==> src/design/midi_sx_pkg.sv <==
package midi_sx_pkg;

    localparam int unsigned ID_W   = 7;
    localparam int unsigned DATA_W = 7;
    localparam int unsigned BYTE_W = 8;
    localparam int unsigned CFG_INDEX_W = 2;

    // configuration register indexes
    localparam logic [CFG_INDEX_W-1:0] CFG_ID_FIRST  = 2'd0;
    localparam logic [CFG_INDEX_W-1:0] CFG_ID_SECOND = 2'd1;
    localparam logic [CFG_INDEX_W-1:0] CFG_ID_THIRD  = 2'd2;

    // system bytes
    localparam logic [BYTE_W-1:0] MSG_SYSEX_START = 8'hF0;
    localparam logic [BYTE_W-1:0] MSG_MTC_QUARTER = 8'hF1;
    localparam logic [BYTE_W-1:0] MSG_SONG_POS    = 8'hF2;
    localparam logic [BYTE_W-1:0] MSG_SONG_SELECT = 8'hF3;
    localparam logic [BYTE_W-1:0] MSG_SYSEX_END   = 8'hF7;
    localparam logic [BYTE_W-1:0] MSG_CLOCK       = 8'hF8;
    localparam logic [BYTE_W-1:0] MSG_START       = 8'hFA;
    localparam logic [BYTE_W-1:0] MSG_CONTINUE    = 8'hFB;
    localparam logic [BYTE_W-1:0] MSG_STOP        = 8'hFC;

    // channel status high nibbles
    localparam logic [3:0] CH_NOTE_OFF    = 4'h8;
    localparam logic [3:0] CH_NOTE_ON     = 4'h9;
    localparam logic [3:0] CH_POLY_PRESS  = 4'hA;
    localparam logic [3:0] CH_CONTROLLER  = 4'hB;
    localparam logic [3:0] CH_PROG_CHANGE = 4'hC;
    localparam logic [3:0] CH_CHAN_PRESS  = 4'hD;
    localparam logic [3:0] CH_PITCH_BEND  = 4'hE;
    localparam logic [3:0] CH_SYSTEM      = 4'hF;

    typedef enum logic [2:0] {
        KIND_REALTIME     = 3'd0,
        KIND_CHANNEL      = 3'd1,
        KIND_SYSEX_PARAM  = 3'd2,
        KIND_SYSEX_ACCEPT = 3'd3,
        KIND_SYSEX_REJECT = 3'd4
    } kind_t;

    typedef struct packed {
        logic              valid;
        kind_t             kind;
        logic [BYTE_W-1:0] status_byte;
        logic [DATA_W-1:0] first_data;
        logic [DATA_W-1:0] second_data;
        logic [DATA_W-1:0] third_data;
        logic [DATA_W-1:0] fourth_data;
    } result_t;

    typedef struct packed {
        logic [ID_W-1:0] id_first;
        logic [ID_W-1:0] id_second;
        logic [ID_W-1:0] id_third;
    } sysex_id_t;

endpackage

==> src/design/midi_stream_parser_sysex_top.sv <==
// midi byte stream parser with running status and a sysex parameter path
//
// input channel s_*: one received midi byte per request (s_rx_byte)
// result channel m_*: zero or one result per byte; m_kind tells realtime,
// channel message, sysex parameter quartet, sysex accepted or rejected
// configuration: cfg_we writes cfg_data into register cfg_index
// (0..2 = the three sysex id bytes); other indexes are ignored
//
// a byte accepted into the input register is parsed and its result is
// registered in the result register, which drives m_valid
// throughput: one byte per cycle while no result is stalled, set by the
// single parse step between the input register and the result register
// bytes that give no result just update the parser state
// reset: parser state, id registers and the valid flags of both pipeline
// registers clear; s_ready stays low until the first cycle after reset
// stall: while m_ready is low a result is held; an empty input register
// takes one more byte, then s_ready drops until the result is taken
module midi_stream_parser_sysex_top
    import midi_sx_pkg::*;
(
    input  logic                   aclk,
    input  logic                   aresetn,

    input  logic                   s_valid,
    output logic                   s_ready,
    input  logic [BYTE_W-1:0]      s_rx_byte,

    output logic                   m_valid,
    input  logic                   m_ready,
    output logic [2:0]             m_kind,
    output logic [BYTE_W-1:0]      m_status_byte,
    output logic [DATA_W-1:0]      m_first_data,
    output logic [DATA_W-1:0]      m_second_data,
    output logic [DATA_W-1:0]      m_third_data,
    output logic [DATA_W-1:0]      m_fourth_data,

    input  logic                   cfg_we,
    input  logic [CFG_INDEX_W-1:0] cfg_index,
    input  logic [ID_W-1:0]        cfg_data
);

    logic              ready_en_reg;
    logic              in_valid_reg;
    logic [BYTE_W-1:0] in_byte_reg;
    sysex_id_t         sysex_id_reg;
    result_t           out_reg;
    result_t           result;
    logic              advance;

    assign advance = in_valid_reg && (!out_reg.valid || m_ready);
    assign s_ready = ready_en_reg && (!in_valid_reg || advance);

    midi_sx_core u_core (
        .aclk     (aclk),
        .aresetn  (aresetn),
        .fire     (advance),
        .rx_byte  (in_byte_reg),
        .sysex_id (sysex_id_reg),
        .result   (result)
    );

    always_ff @(posedge aclk) begin
        if (!aresetn) begin
            ready_en_reg <= 1'b0;
            in_valid_reg <= 1'b0;
        end else begin
            ready_en_reg <= 1'b1;
            if (s_valid && s_ready) begin
                in_valid_reg <= 1'b1;
            end else if (advance) begin
                in_valid_reg <= 1'b0;
            end
        end
    end

    always_ff @(posedge aclk) begin
        if (s_valid && s_ready) begin
            in_byte_reg <= s_rx_byte;
        end
    end

    always_ff @(posedge aclk) begin
        if (!aresetn) begin
            out_reg.valid <= 1'b0;
        end else if (advance) begin
            out_reg.valid <= result.valid;
        end else if (m_ready) begin
            out_reg.valid <= 1'b0;
        end
    end

    always_ff @(posedge aclk) begin
        if (advance && result.valid) begin
            out_reg.kind        <= result.kind;
            out_reg.status_byte <= result.status_byte;
            out_reg.first_data  <= result.first_data;
            out_reg.second_data <= result.second_data;
            out_reg.third_data  <= result.third_data;
            out_reg.fourth_data <= result.fourth_data;
        end
    end

    always_ff @(posedge aclk) begin
        if (!aresetn) begin
            sysex_id_reg <= '0;
        end else if (cfg_we) begin
            unique case (cfg_index)
                CFG_ID_FIRST:  sysex_id_reg.id_first  <= cfg_data;
                CFG_ID_SECOND: sysex_id_reg.id_second <= cfg_data;
                CFG_ID_THIRD:  sysex_id_reg.id_third  <= cfg_data;
                default: begin
                end
            endcase
        end
    end

    assign m_valid       = out_reg.valid;
    assign m_kind        = out_reg.kind;
    assign m_status_byte = out_reg.status_byte;
    assign m_first_data  = out_reg.first_data;
    assign m_second_data = out_reg.second_data;
    assign m_third_data  = out_reg.third_data;
    assign m_fourth_data = out_reg.fourth_data;

endmodule

==> src/design/midi_sx_core.sv <==
module midi_sx_core
    import midi_sx_pkg::*;
(
    input  logic              aclk,
    input  logic              aresetn,
    input  logic              fire,
    input  logic [BYTE_W-1:0] rx_byte,
    input  sysex_id_t         sysex_id,
    output result_t           result
);

    typedef enum logic [8:0] {
        PH_NONE   = 9'b000000001,
        PH_IGNORE = 9'b000000010,
        PH_ID0    = 9'b000000100,
        PH_ID1    = 9'b000001000,
        PH_ID2    = 9'b000010000,
        PH_PARH   = 9'b000100000,
        PH_PARL   = 9'b001000000,
        PH_VALH   = 9'b010000000,
        PH_VALL   = 9'b100000000
    } phase_t;

    logic [BYTE_W-1:0] running_status_reg, running_status_next;
    logic [1:0]        params_needed_reg, params_needed_next;
    logic [1:0]        params_seen_reg, params_seen_next;
    logic [DATA_W-1:0] param_store_reg [2];
    logic [DATA_W-1:0] param_store_next [2];
    phase_t            phase_reg, phase_next;
    logic [DATA_W-1:0] param_high_reg, param_high_next;
    logic [DATA_W-1:0] param_low_reg, param_low_next;
    logic [DATA_W-1:0] value_high_reg, value_high_next;

    logic [1:0]        seen_inc;
    logic [3:0]        rs_nibble;
    logic [DATA_W-1:0] data7;

    assign seen_inc  = params_seen_reg + 2'd1;
    assign rs_nibble = running_status_reg[7:4];
    assign data7     = rx_byte[DATA_W-1:0];

    always_comb begin
        running_status_next = running_status_reg;
        params_needed_next  = params_needed_reg;
        params_seen_next    = params_seen_reg;
        param_store_next    = param_store_reg;
        phase_next          = phase_reg;
        param_high_next     = param_high_reg;
        param_low_next      = param_low_reg;
        value_high_next     = value_high_reg;
        result              = '0;

        if (rx_byte[7:4] == CH_SYSTEM) begin
            unique case (rx_byte) inside
                MSG_CLOCK, MSG_START, MSG_CONTINUE, MSG_STOP: begin
                    result.valid       = 1'b1;
                    result.kind        = KIND_REALTIME;
                    result.status_byte = rx_byte;
                end
                MSG_MTC_QUARTER, MSG_SONG_POS, MSG_SONG_SELECT: begin
                    params_seen_next    = 2'd0;
                    running_status_next = rx_byte;
                    params_needed_next  = (rx_byte == MSG_SONG_POS) ? 2'd2 : 2'd1;
                end
                MSG_SYSEX_START: begin
                    phase_next = PH_ID0;
                end
                MSG_SYSEX_END: begin
                    phase_next = PH_NONE;
                    if (phase_reg != PH_NONE && phase_reg != PH_IGNORE) begin
                        result.valid = 1'b1;
                        result.kind  = (phase_reg == PH_PARH) ? KIND_SYSEX_ACCEPT
                                                              : KIND_SYSEX_REJECT;
                    end
                end
                default: begin
                end
            endcase
        end else if (rx_byte[7]) begin
            // channel status aborts any sysex block
            phase_next          = PH_NONE;
            params_seen_next    = 2'd0;
            running_status_next = rx_byte;
            params_needed_next  = (rx_byte[7:4] == CH_PROG_CHANGE ||
                                   rx_byte[7:4] == CH_CHAN_PRESS) ? 2'd1 : 2'd2;
        end else begin
            unique case (phase_reg)
                PH_ID0: phase_next = (data7 == sysex_id.id_first)  ? PH_ID1  : PH_IGNORE;
                PH_ID1: phase_next = (data7 == sysex_id.id_second) ? PH_ID2  : PH_IGNORE;
                PH_ID2: phase_next = (data7 == sysex_id.id_third)  ? PH_PARH : PH_IGNORE;
                PH_PARH: begin
                    param_high_next = data7;
                    phase_next      = PH_PARL;
                end
                PH_PARL: begin
                    param_low_next = data7;
                    phase_next     = PH_VALH;
                end
                PH_VALH: begin
                    value_high_next = data7;
                    phase_next      = PH_VALL;
                end
                PH_VALL: begin
                    phase_next         = PH_PARH;
                    result.valid       = 1'b1;
                    result.kind        = KIND_SYSEX_PARAM;
                    result.first_data  = param_high_reg;
                    result.second_data = param_low_reg;
                    result.third_data  = value_high_reg;
                    result.fourth_data = data7;
                end
                PH_NONE: begin
                    if (running_status_reg != '0) begin
                        param_store_next[params_seen_reg[0]] = data7;
                        params_seen_next = seen_inc;
                        if (seen_inc >= params_needed_reg) begin
                            params_seen_next = 2'd0;
                            if (rs_nibble == CH_NOTE_OFF || rs_nibble == CH_NOTE_ON ||
                                rs_nibble == CH_PITCH_BEND || rs_nibble == CH_CONTROLLER ||
                                rs_nibble == CH_CHAN_PRESS) begin
                                result.valid       = 1'b1;
                                result.kind        = KIND_CHANNEL;
                                result.status_byte = running_status_reg;
                                result.first_data  = param_store_next[0];
                                result.second_data = param_store_next[1];
                            end
                        end
                    end
                end
                default: begin
                end
            endcase
        end
    end

    always_ff @(posedge aclk) begin
        if (!aresetn) begin
            running_status_reg <= '0;
            params_needed_reg  <= '0;
            params_seen_reg    <= '0;
            param_store_reg[0] <= '0;
            param_store_reg[1] <= '0;
            phase_reg          <= PH_NONE;
            param_high_reg     <= '0;
            param_low_reg      <= '0;
            value_high_reg     <= '0;
        end else if (fire) begin
            running_status_reg <= running_status_next;
            params_needed_reg  <= params_needed_next;
            params_seen_reg    <= params_seen_next;
            param_store_reg    <= param_store_next;
            phase_reg          <= phase_next;
            param_high_reg     <= param_high_next;
            param_low_reg      <= param_low_next;
            value_high_reg     <= value_high_next;
        end
    end

endmodule

==> config.mk <==
export PLATFORM = sky130hd
export DESIGN_NAME = midi_stream_parser_sysex_top
export DESIGN_NICKNAME = d
export VERILOG_FILES = /design/src/design/midi_sx_pkg.sv /design/src/design/midi_stream_parser_sysex_top.sv /design/src/design/midi_sx_core.sv
export SDC_FILE = /design/constraint.sdc
export NUM_CORES = 1
export LEC_CHECK = 0
export ABC_AREA = 1
export BUFFER_PORTS_ARGS = -buffer_cell sky130_fd_sc_hd__buf_2
export CORE_MARGIN = 3
export CORE_UTILIZATION = 53
export DETAILED_ROUTE_END_ITERATION = 8
export PLACE_DENSITY_LB_ADDON = 0.3
export RECOVER_POWER = 25
export SYNTH_ARGS = -nofsm -noshare
export SYNTH_HDL_FRONTEND = slang
export SYNTH_SLANG_ARGS = --single-unit
==> constraint.sdc <==
create_clock -name aclk -period 2.55 [get_ports aclk]
set_input_delay 0.255 -clock aclk [delete_from_list [all_inputs] [get_ports aclk]]
set_output_delay 0.255 -clock aclk [all_outputs]
set_load 0.05 [all_outputs]
==> summary.txt, run 1 <==
Area growth syn-to-layout = 19.1%
vias in the first global route = 4,741
first-pass GRT wire length = 24.2 mm
Via density = 5.31
Fin Clk Skew = 7.15 ps
Net Sw Frac = 0.238
# hold bufs at CTS = 13
most frequent cell after synthesis = nand2_1
Ant. Diodes = 0
WP data arrival = 2470 ps
Crit Path Class = flip-flop to flip-flop
top cells by count, synth = 106 x nand2_1, 86 x o21ai_0, 85 x inv_1, 80 x dfxtp_1, 80 x nor2_1
synth top area cells = dfxtp_1 27%, edfxtp_1 24%, o21ai_0 7.4%
maximum clock path buffer count = 2
endpoint class of the critical path = flip-flop
Worst setup SP type = flip-flop
Yosys cell types = 35
CTS H-tree lvls = 4
DRC viols = 0
total congestion overflow = 0
largest net degree at the start of global routing = 40
postcts setup bufs = 0
DRT antenna net count = 0
clock share of power = 0.500
register share of total power = 0.442
Clock Latency Late Sink = 530 ps
min-delay worst type = input port to flip-flop
Crit-path slowest cell = dfxtp_1
Cell Chain, Critical Path = xor2_1 > ha_1 > o21ai_0 > nand2_1 > nand2_1 > nor2_1 > nand3b_1 > nand2_1 > o21ai_2 > clkinvlp_4 > buf_12
power share of the combinational group = 0.058
r2r setup slk = 340 ps
Synth async-reset ratio = 0
GRT Util Overall = 0.247
Core Box Area = 10,500 um^2
unrepaired setup endpoints after global routing = false
clock transition at the registers of the reported paths = 60 ps
crit-path max cell delay = 370 ps
clock root buffer master = clkbuf_8
PortBufs = 62
worst endpoint required time = 2820 ps
via count = 4,952
Synth area leader = dfxtp_1
total power = 4.90 mW
die area = 12,300 um^2
width of the die = 111 um
maximum vdd drop = 0.416 mV
WL per Instance = 15.9 um
syn_nets = 733
Post-synth EDFFs = 47
hpwl dp = 10.4 mm
leak pwr = 2.80 nW
Yosys Warn Count = 0
layout cells sized above 1 = 0.161
most frequent CP cell = nand2_1
Cell Int Power = 3.74 mW
initial antenna violation count = 0
Max Fclk = 0.454 GHz
setup_tns = 0 ps
initial DRC count = 337
cts bufs inserted = 17
Post-Syn Instances = 709
worst slew pin tran = 1210 ps
syn_area_per_cell = 8.22 um^2
Period minus WS final = 2210 ps
CTS tree = done
P per Cell Area = 706 nW/um^2
DR pass1 iterations = 6
Psw = 1.16 mW
outcome = completed
Max-cap violations = 0
final hold viol count = 0
Period Utilization, post-route = 0.865
Die Y = 111 um
cts repair resizes = 0
register area share after synthesis = 0.517
number of core rows = 37
Final Max Tran Viols = 0
most used flip-flop cell after synthesis = dfxtp_1
final setup fails = 0
Ports = 63
Slew headroom = 0.194
Placer Congestion = 0.986
synthesized area = 5830 um^2
drt total wl = 14.8 mm
Initial Utilization = 0.554
post-synth top area share = 0.275
Seq cells post-synth = 127
CP max FO = 39
nets = 807
CTS Sinks = 127
max reg flops = 21
## power by group through the flow
stage / Clock (mW) / Sequential, mW / Combinational [mW]
3_5_place_dp: 0 / 2.21 / 0.267
2_1_floorplan: 0 / 2.19 / 0.198
3_3_place_gp: 0 / 2.21 / 0.259
6_report: 2.45 / 2.16 / 0.286
5_1_grt: 2.57 / 2.17 / 0.322
4_1_cts: 2.47 / 2.16 / 0.284
## layout by cell type, fill, tap and decap left out, types with 11 or more instances in the layout
master,netlist,routed
inv_1,85,84
o21ai_0,86,85
edfxtp_1,47,47
dlygate4sd3_1,0,13
nand2_2,13,13
buf_2,10,36
nand3_1,27,27
dfxtp_1,80,80
a21oi_2,12,12
buf_4,5,11
nor2_1,80,80
a21oi_1,75,75
xnor2_1,12,12
clkbuf_1,14,27
clkbuf_16,0,16
nand2_1,106,106
## logic make-up after synthesis
group | Yosys count | synth area share
AND/OR/NAND/NOR | 254 | 0.193
flip-flops | 127 | 0.517
AO/OA/AOI/OAI | 182 | 0.167
buffers and inverters | 126 | 0.0913
adder cells (fa/ha/maj) | 2 | 0.00429
XOR/XNOR | 18 | 0.0271
## per-stage QoR
stage | hold slack, ps | worst slack [ps] | cells | instance area [um^2] | util
after floorplan | 283 | 28.8 | 709 | 5840 | -
after global placement | 431 | 500 | 887 | 6240 | 0.594
after detailed placement | 434 | 349 | 887 | 6240 | 0.594
after CTS | 16.2 | 342 | 932 | 6970 | 0.664
after global routing | 36.4 | 180 | 932 | 6940 | 0.660
final | 30.0 | 345 | 932 | 6940 | 0.660
## final cells by class
class	count	area, um^2
sequential	127	3010
timing repair buffer	87	510
multi-input combinational	456	2290
fill	882	3570
tap	136	170
clock inverter	14	181
inverter	94	362
clock buffer	18	418
## layer usage
layer	global-route usage	routed length (um)	vias to the layer above
met5	0	0	-
met4	0.0969	376	0
met3	0.0562	925	32
met2	0.404	7100	160
met1	0.319	6380	2299
li1	-	-	2461
## path summary, 6_finish.rpt
check | startpoint | to | depth (start not counted)
setup reg to reg | u_core.params_seen_reg[0]$_SDFFE_PN0P_ | m_fourth_data[1]$_SDFFCE_PP0P_ | 11
hold reg to reg | u_core.param_store_reg[8]$_SDFFE_PN0P_ | u_core.param_store_reg[8]$_SDFFE_PN0P_ | 2
setup / recovery | u_core.params_seen_reg[0]$_SDFFE_PN0P_ | m_fourth_data[1]$_SDFFCE_PP0P_ | 11
hold / removal | cfg_data[1] | sysex_id_reg[15]$_SDFFE_PN0P_ | 3
## worst max-delay path, delay by kind of cell (launching register included)
family / cells / cell delay (ps)
compound gates: 2 / 280
xor+xnor: 1 / 220
flops: 1 / 370
buf+inv: 2 / 330
simple gates: 5 / 470
fa+ha+maj: 1 / 260
Note: power is estimated with default switching activity, not from simulation.
==> run 2, diff against run 1 <==
- RECOVER_POWER: 25 -> 50
==> run 2 against run 1 <==
Against the previous run: design area down 0.85%; sequential share of layout area rose by 0.37 points; largest cell class unchanged; combinational power fell by 1%; clock skew grew 2.0 ps; global-route usage did not move; clock power hardly changed; fmax decreased by 2.9%; largest power group unchanged.
==> summary.txt, run 2 (same netlist as run 1, synthesis figures left out) <==
outcome = completed (unchanged)
Place WS = 349 ps (unchanged)
min-delay worst type = input port to flip-flop (unchanged)
Max-cap violations = 0 (unchanged)
reg2reg start = u_core.phase_reg[4]$_SDFFE_PN0P_ (was u_core.params_seen_reg[0]$_SDFFE_PN0P_)
CTS tree = done (unchanged)
Ports = 63 (unchanged)
Fin Clk Skew = 9.19 ps (was 7.15 ps)
largest net degree at the start of global routing = 40 (unchanged)
CP max FO = 16 (was 39)
initial antenna violation count = 0 (unchanged)
initial DRC count = 252 (was 337)
setup ws final = 279 ps (was 345 ps)
Initial Utilization = 0.554 (unchanged)
maximum clock path buffer count = 2 (unchanged)
Clock Latency Late Sink = 530 ps (about the same)
P per Cell Area = 711 nW/um^2 (was 706 nW/um^2)
Core Box Area = 10,500 um^2 (unchanged)
width of the die = 111 um (unchanged)
crit-path max cell delay = 570 ps (was 370 ps)
drt total wl = 14.7 mm (was 14.8 mm)
commonest non-fill, non-tap cell in the layout = nand2_1 (unchanged)
GRT Util Overall = 0.247 (unchanged)
Max Fclk = 0.440 GHz (was 0.454 GHz)
clock root buffer master = clkbuf_8 (unchanged)
first-pass GRT wire length = 24.2 mm (unchanged)
postcts setup bufs = 0 (unchanged)
Placer Congestion = 0.986 (unchanged)
R2R depth = 10 (was 11)
worst endpoint required time = 2810 ps (was 2820 ps)
Ant. Diodes = 0 (unchanged)
setup_tns = 0 ps (unchanged)
final hold viol count = 0 (unchanged)
clock transition at the registers of the reported paths = 60 ps (about the same)
HP Start = cfg_data[1] (unchanged)
WL per Instance = 15.8 um (was 15.9 um)
Final Max Tran Viols = 0 (unchanged)
placed cells = 887 (unchanged)
nets = 807 (unchanged)
register area = 3010 um^2 (unchanged)
Cell Chain, Critical Path = nor2_1 > nand2_4 > nor2_2 > inv_1 > nor2_1 > nand2_4 > clkbuf_1 > o21ai_2 > inv_2 > a21oi_1 (was xor2_1 > ha_1 > o21ai_0 > nand2_1 > nand2_1 > nor2_1 > nand3b_1 > nand2_1 > o21ai_2 > clkinvlp_4 > buf_12)
CTS Sinks = 127 (unchanged)
DRT antenna net count = 0 (unchanged)
number of core rows = 37 (unchanged)
endpoint class of the critical path = flip-flop (unchanged)
Area growth syn-to-layout = 18.1% (was 19.1%)
post-placement cell area = 6240 um^2 (unchanged)
max reg flops = 21 (unchanged)
leak pwr = 2.71 nW (was 2.80 nW)
r2r setup slk = 280 ps (was 340 ps)
fillers = 899 (was 882)
most frequent cells in the layout = 106 x nand2_1, 85 x o21ai_0, 84 x inv_1 (unchanged)
total congestion overflow = 0 (unchanged)
WP data arrival = 2530 ps (was 2470 ps)
cts bufs inserted = 17 (unchanged)
via count = 4,928 (was 4,952)
Multi-input gate area = 2260 um^2 (was 2290 um^2)
Crit Path Class = flip-flop to flip-flop (unchanged)
Via density = 5.29 (was 5.31)
vias in the first global route = 4,741 (unchanged)
WHS Endpoint = sysex_id_reg[15]$_SDFFE_PN0P_ (unchanged)
DRC viols = 0 (unchanged)
Die Y = 111 um (unchanged)
worst slew pin tran = 1220 ps (was 1210 ps)
Worst setup SP type = flip-flop (unchanged)
worst reg2reg path endpoint = m_second_data[3]$_SDFFCE_PN0P_ (was m_fourth_data[1]$_SDFFCE_PP0P_)
Slew headroom = 0.186 (was 0.194)
PortBufs = 62 (unchanged)
Layout Cells excl Fill = 932 (unchanged)
DR pass1 iterations = 6 (unchanged)
layout cells sized above 1 = 0.129 (was 0.161)
Hold Path Cell Cnt = 3 (unchanged)
Period Utilization, post-route = 0.891 (was 0.865)
maximum vdd drop = 0.415 mV (was 0.416 mV)
cts repair resizes = 0 (unchanged)
hpwl dp = 10.4 mm (unchanged)
final instance area = 6880 um^2 (was 6940 um^2)
final setup fails = 0 (unchanged)
final hold slack = 33.0 ps (was 30.0 ps)
unrepaired setup endpoints after global routing = false (unchanged)
CTS H-tree lvls = 4 (unchanged)
Period minus WS final = 2270 ps (was 2210 ps)
# hold bufs at CTS = 13 (unchanged)
die area = 12,300 um^2 (unchanged)
Crit-path slowest cell = clkbuf_1 (was dfxtp_1)
run 2: cell count changes in the layout (fill, tap and decap cells not counted), sizes merged:
cell,before,now
clkbuf,44,65
buf,48,27
run 2: report_power, final:
group / leakage [nW] / internal (mW) / total, mW / switching (mW)
logic: 1.29 / 0.0979 / 0.282 / 0.184
clock network: 0.284 / 1.51 / 2.45 / 0.941
registers: 1.14 / 2.13 / 2.16 / 0.0328
total: 2.71 / 3.74 / 4.89 / 1.16
run 2: worst max path at each step:
stage / from / endpoint / slack (ps)
6_report: u_core.phase_reg[4]$_SDFFE_PN0P_ / m_second_data[3]$_SDFFCE_PN0P_ / 280
5_1_grt: u_core.phase_reg[4]$_SDFFE_PN0P_ / m_second_data[3]$_SDFFCE_PN0P_ / 110
4_1_cts: u_core.params_seen_reg[0]$_SDFFE_PN0P_ / m_fourth_data[1]$_SDFFCE_PP0P_ / 340
3_5_place_dp: u_core.params_seen_reg[0]$_SDFFE_PN0P_ / m_third_data[2]$_SDFFCE_PP0P_ / 350
3_3_place_gp: u_core.params_seen_reg[0]$_SDFFE_PN0P_ / m_third_data[3]$_SDFFCE_PP0P_ / 500
2_1_floorplan: u_core.params_seen_reg[0]$_SDFFE_PN0P_ / m_first_data[0]$_SDFFCE_PN0P_ / 30
run 2: stage by stage:
stage	util	power [mW]
floorplan	-	2.39
global placement	0.594	2.46
detailed placement	0.594	2.47
CTS	0.664	4.91
global route	0.655	5.05
finish	0.655	4.89
run 2: worst max-delay path: cells and delay by family (launching register included):
| family | cells | cell delay (ps) |
|---|---|---|
| AOI/OAI and AO/OA | 2 | 240 |
| DFF | 1 | 400 |
| and+or+nand+nor | 5 | 400 |
| buffers and inverters | 3 | 940 |
run 2: cell type report:
class	instances	area share
Tap cell	136	0.0247
Clock buffer	18	0.0607
Inverter	94	0.0525
Multi-Input combinational cell	456	0.328
Timing Repair Buffer	87	0.0698
Sequential cell	127	0.438
Clock inverter	14	0.0264
run 2: metal layers:
| metal | global-route usage | share of wire | vias to the layer above |
|---|---|---|---|
| met5 | 0 | 0 | - |
| met4 | 0.0969 | 0.025 | 0 |
| met3 | 0.0562 | 0.057 | 32 |
| met2 | 0.404 | 0.48 | 152 |
| met1 | 0.319 | 0.44 | 2282 |
| li1 | - | - | 2462 |
==> run 3, diff against run 2 <==
- CORE_MARGIN: 3 -> not set
- CORE_UTILIZATION: 53 -> 55
- SLEW_MARGIN: not set -> 10
- clock period: 2.55 -> 2.25 ns (I/O delays scaled with it)
==> run 3 against run 2 <==
Against the previous run: global-route usage grew 2.6 points; sequential cell count is the same; clock power grew 12%; critical path depth grew 1; via count grew 3.7%; fmax grew 7.5%; die area shrank 10%; total power grew 13%; first-iteration DRC count grew 20%; critical path type unchanged; highest routed layer unchanged.
==> summary.txt, run 3 (same netlist as run 1, synthesis figures left out) <==
outcome = completed (unchanged)
min-delay worst type = input port to flip-flop (unchanged)
Period Utilization, post-route = 0.939 (was 0.891)
WP data arrival = 2380 ps (was 2530 ps)
setup_tns = 0 ps (unchanged)
nets = 822 (was 807)
Via density = 5.39 (was 5.29)
GRT Util Overall = 0.273 (was 0.247)
most frequent cells in the layout = 106 x nand2_1, 84 x inv_1, 84 x o21ai_0 (was 106 x nand2_1, 85 x o21ai_0, 84 x inv_1)
post-placement cell area = 6360 um^2 (was 6240 um^2)
Max-cap violations = 0 (unchanged)
initial DRC count = 302 (was 252)
final setup fails = 0 (unchanged)
Max Fclk = 0.473 GHz (was 0.440 GHz)
Cell Chain, Critical Path = xor2_2 > ha_1 > o21ai_1 > nand2_1 > nand2_1 > nor2_1 > nand3b_1 > nand2_1 > o21ai_2 > clkinvlp_4 > buf_12 (was nor2_1 > nand2_4 > nor2_2 > inv_1 > nor2_1 > nand2_4 > clkbuf_1 > o21ai_2 > inv_2 > a21oi_1)
crit-path max cell delay = 380 ps (was 570 ps)
width of the die = 105 um (was 111 um)
Placer Congestion = 0.939 (was 0.986)
worst endpoint required time = 2510 ps (was 2810 ps)
drt total wl = 14.2 mm (was 14.7 mm)
clock share of power = 0.495 (was 0.500)
Die Y = 105 um (was 111 um)
Place WS = 134 ps (was 349 ps)
Worst Path Buf+Inv = 2 (was 3)
Net Sw Frac = 0.224 (was 0.237)
Worst setup SP type = flip-flop (unchanged)
power share of the combinational group = 0.062 (was 0.058)
maximum vdd drop = 0.513 mV (was 0.415 mV)
Core Box Area = 10,300 um^2 (was 10,500 um^2)
CTS H-tree lvls = 4 (unchanged)
clock transition at the registers of the reported paths = 60 ps (about the same)
worst slew pin tran = 1110 ps (was 1220 ps)
final hold viol count = 0 (unchanged)
unrepaired setup endpoints after global routing = false (unchanged)
layout cells sized above 1 = 0.145 (was 0.129)
P per Cell Area = 785 nW/um^2 (was 711 nW/um^2)
Initial Utilization = 0.567 (was 0.554)
number of core rows = 37 (unchanged)
most frequent CP cell = nand2_1
Crit-path slowest cell = dfxtp_1 (was clkbuf_1)
Final Max Tran Viols = 0 (unchanged)
DRT antenna net count = 0 (unchanged)
WL per Instance = 15.0 um (was 15.8 um)
initial antenna violation count = 0 (unchanged)
R2R depth = 11 (was 10)
Slew headroom = 0.260 (was 0.186)
CTS Sinks = 127 (unchanged)
commonest non-fill, non-tap cell in the layout = nand2_1 (unchanged)
via count = 5,108 (was 4,928)
PortBufs = 62 (unchanged)
Clock Latency Late Sink = 520 ps (was 530 ps)
Ports = 63 (unchanged)
final hold slack = 68.1 ps (was 33.0 ps)
Crit path max-delay family = simple AND/OR/NAND/NOR gates (was buffers and inverters)
total congestion overflow = 0 (unchanged)
hpwl dp = 9.91 mm (was 10.4 mm)
Ant. Diodes = 0 (unchanged)
CP max FO = 37 (was 16)
worst reg2reg path endpoint = m_fourth_data[0]$_SDFFCE_PP0P_ (was m_second_data[3]$_SDFFCE_PN0P_)
Setup crit end = m_fourth_data[0]$_SDFFCE_PP0P_ (was m_second_data[3]$_SDFFCE_PN0P_)
Area growth syn-to-layout = 20.9% (was 18.1%)
maximum clock path buffer count = 2 (unchanged)
largest net degree at the start of global routing = 45 (was 40)
Cell Int Power = 4.29 mW (was 3.74 mW)
leak pwr = 2.80 nW (was 2.71 nW)
DRC viols = 0 (unchanged)
final instance area = 7040 um^2 (was 6880 um^2)
r2r setup slk = 140 ps (was 280 ps)
setup ws final = 138 ps (was 279 ps)
Fin Clk Skew = 8.32 ps (was 9.19 ps)
vias in the first global route = 5,034 (was 4,741)
register share of total power = 0.442 (about the same)
cts bufs inserted = 17 (unchanged)
Stages on worst setup path = 11 (was 10)
Final Util = 0.685 (was 0.655)
Crit Path Class = flip-flop to flip-flop (unchanged)
Psw = 1.24 mW (was 1.16 mW)
Crit. Startpoint = u_core.params_seen_reg[1]$_SDFFE_PN0P_ (was u_core.phase_reg[4]$_SDFFE_PN0P_)
clock root buffer master = clkbuf_8 (unchanged)
Period minus WS final = 2110 ps (was 2270 ps)
CTS tree = done (unchanged)
endpoint class of the critical path = flip-flop (unchanged)
first-pass GRT wire length = 23.2 mm (was 24.2 mm)
max reg flops = 21 (unchanged)
die area = 11,000 um^2 (was 12,300 um^2)
DR pass1 iterations = 5 (was 6)
reg2reg start = u_core.params_seen_reg[1]$_SDFFE_PN0P_ (was u_core.phase_reg[4]$_SDFFE_PN0P_)
==> run 3: power groups by stage <==
stage	logic [mW]	clock network [mW]	registers [mW]
2_1_floorplan	0.227	0	2.49
5_1_grt	0.383	2.87	2.45
3_5_place_dp	0.324	0	2.49
3_3_place_gp	0.315	0	2.49
4_1_cts	0.349	2.78	2.45
6_report	0.345	2.74	2.45
==> run 3: area by class of cell <==
class                           instances  area, um^2
Inverter                               94         362
Fill cell                             873        3240
Tap cell                              136         170
Timing Repair Buffer                  102         611
Sequential cell                       127        3010
Clock buffer                           20         445
Multi-Input combinational cell        456        2280
Clock inverter                         12         156
==> run 3: how the worst min path moves through the flow <==
stage	startpoint	end	slack (ps)	cells after the start
global route	s_valid	in_valid_reg$_SDFFE_PN0P_	100	5
floorplan	aresetn	ready_en_reg$_DFF_P_	250	0
finish	s_valid	in_valid_reg$_SDFFE_PN0P_	70	5
detailed placement	s_rx_byte[6]	in_byte_reg[6]$_DFFE_PP_	410	1
CTS	s_valid	in_valid_reg$_SDFFE_PN0P_	50	5
global placement	s_rx_byte[6]	in_byte_reg[6]$_DFFE_PP_	410	1
==> run 3: through the flow <==
step	power [mW]	cells
after floorplan	2.71	709
after global placement	2.81	898
after detailed placement	2.82	898
after CTS	5.58	946
after global routing	5.70	947
final	5.53	947
==> run 3: repair_timing <==
action | in CTS | in global routing
resized for setup | 0 | 0
hold buffers | 16 | 0
setup endpoints to repair | 0 | 37
buffers inserted | 0 | 1
endpoints found under the hold margin | 19 | 0
==> run 3: worst register-to-register path: cells and delay by family, from the launching register on <==
| kind | cells | cell delay, ps |
|---|---|---|
| AOI/OAI and AO/OA | 2 | 280 |
| xor gates and xnor gates | 1 | 170 |
| adders and majority gates | 1 | 250 |
| buffers and inverters | 2 | 360 |
| DFF | 1 | 380 |
| and+or+nand+nor | 5 | 390 |
==> run 3: metal layers <==
layer | global-route usage | vias up | part of all wire
met4 | 0.125 | 0 | 0.029
met2 | 0.469 | 219 | 0.49
met5 | 0 | - | 0
li1 | - | 2501 | -
met1 | 0.318 | 2346 | 0.41
met3 | 0.0755 | 42 | 0.069
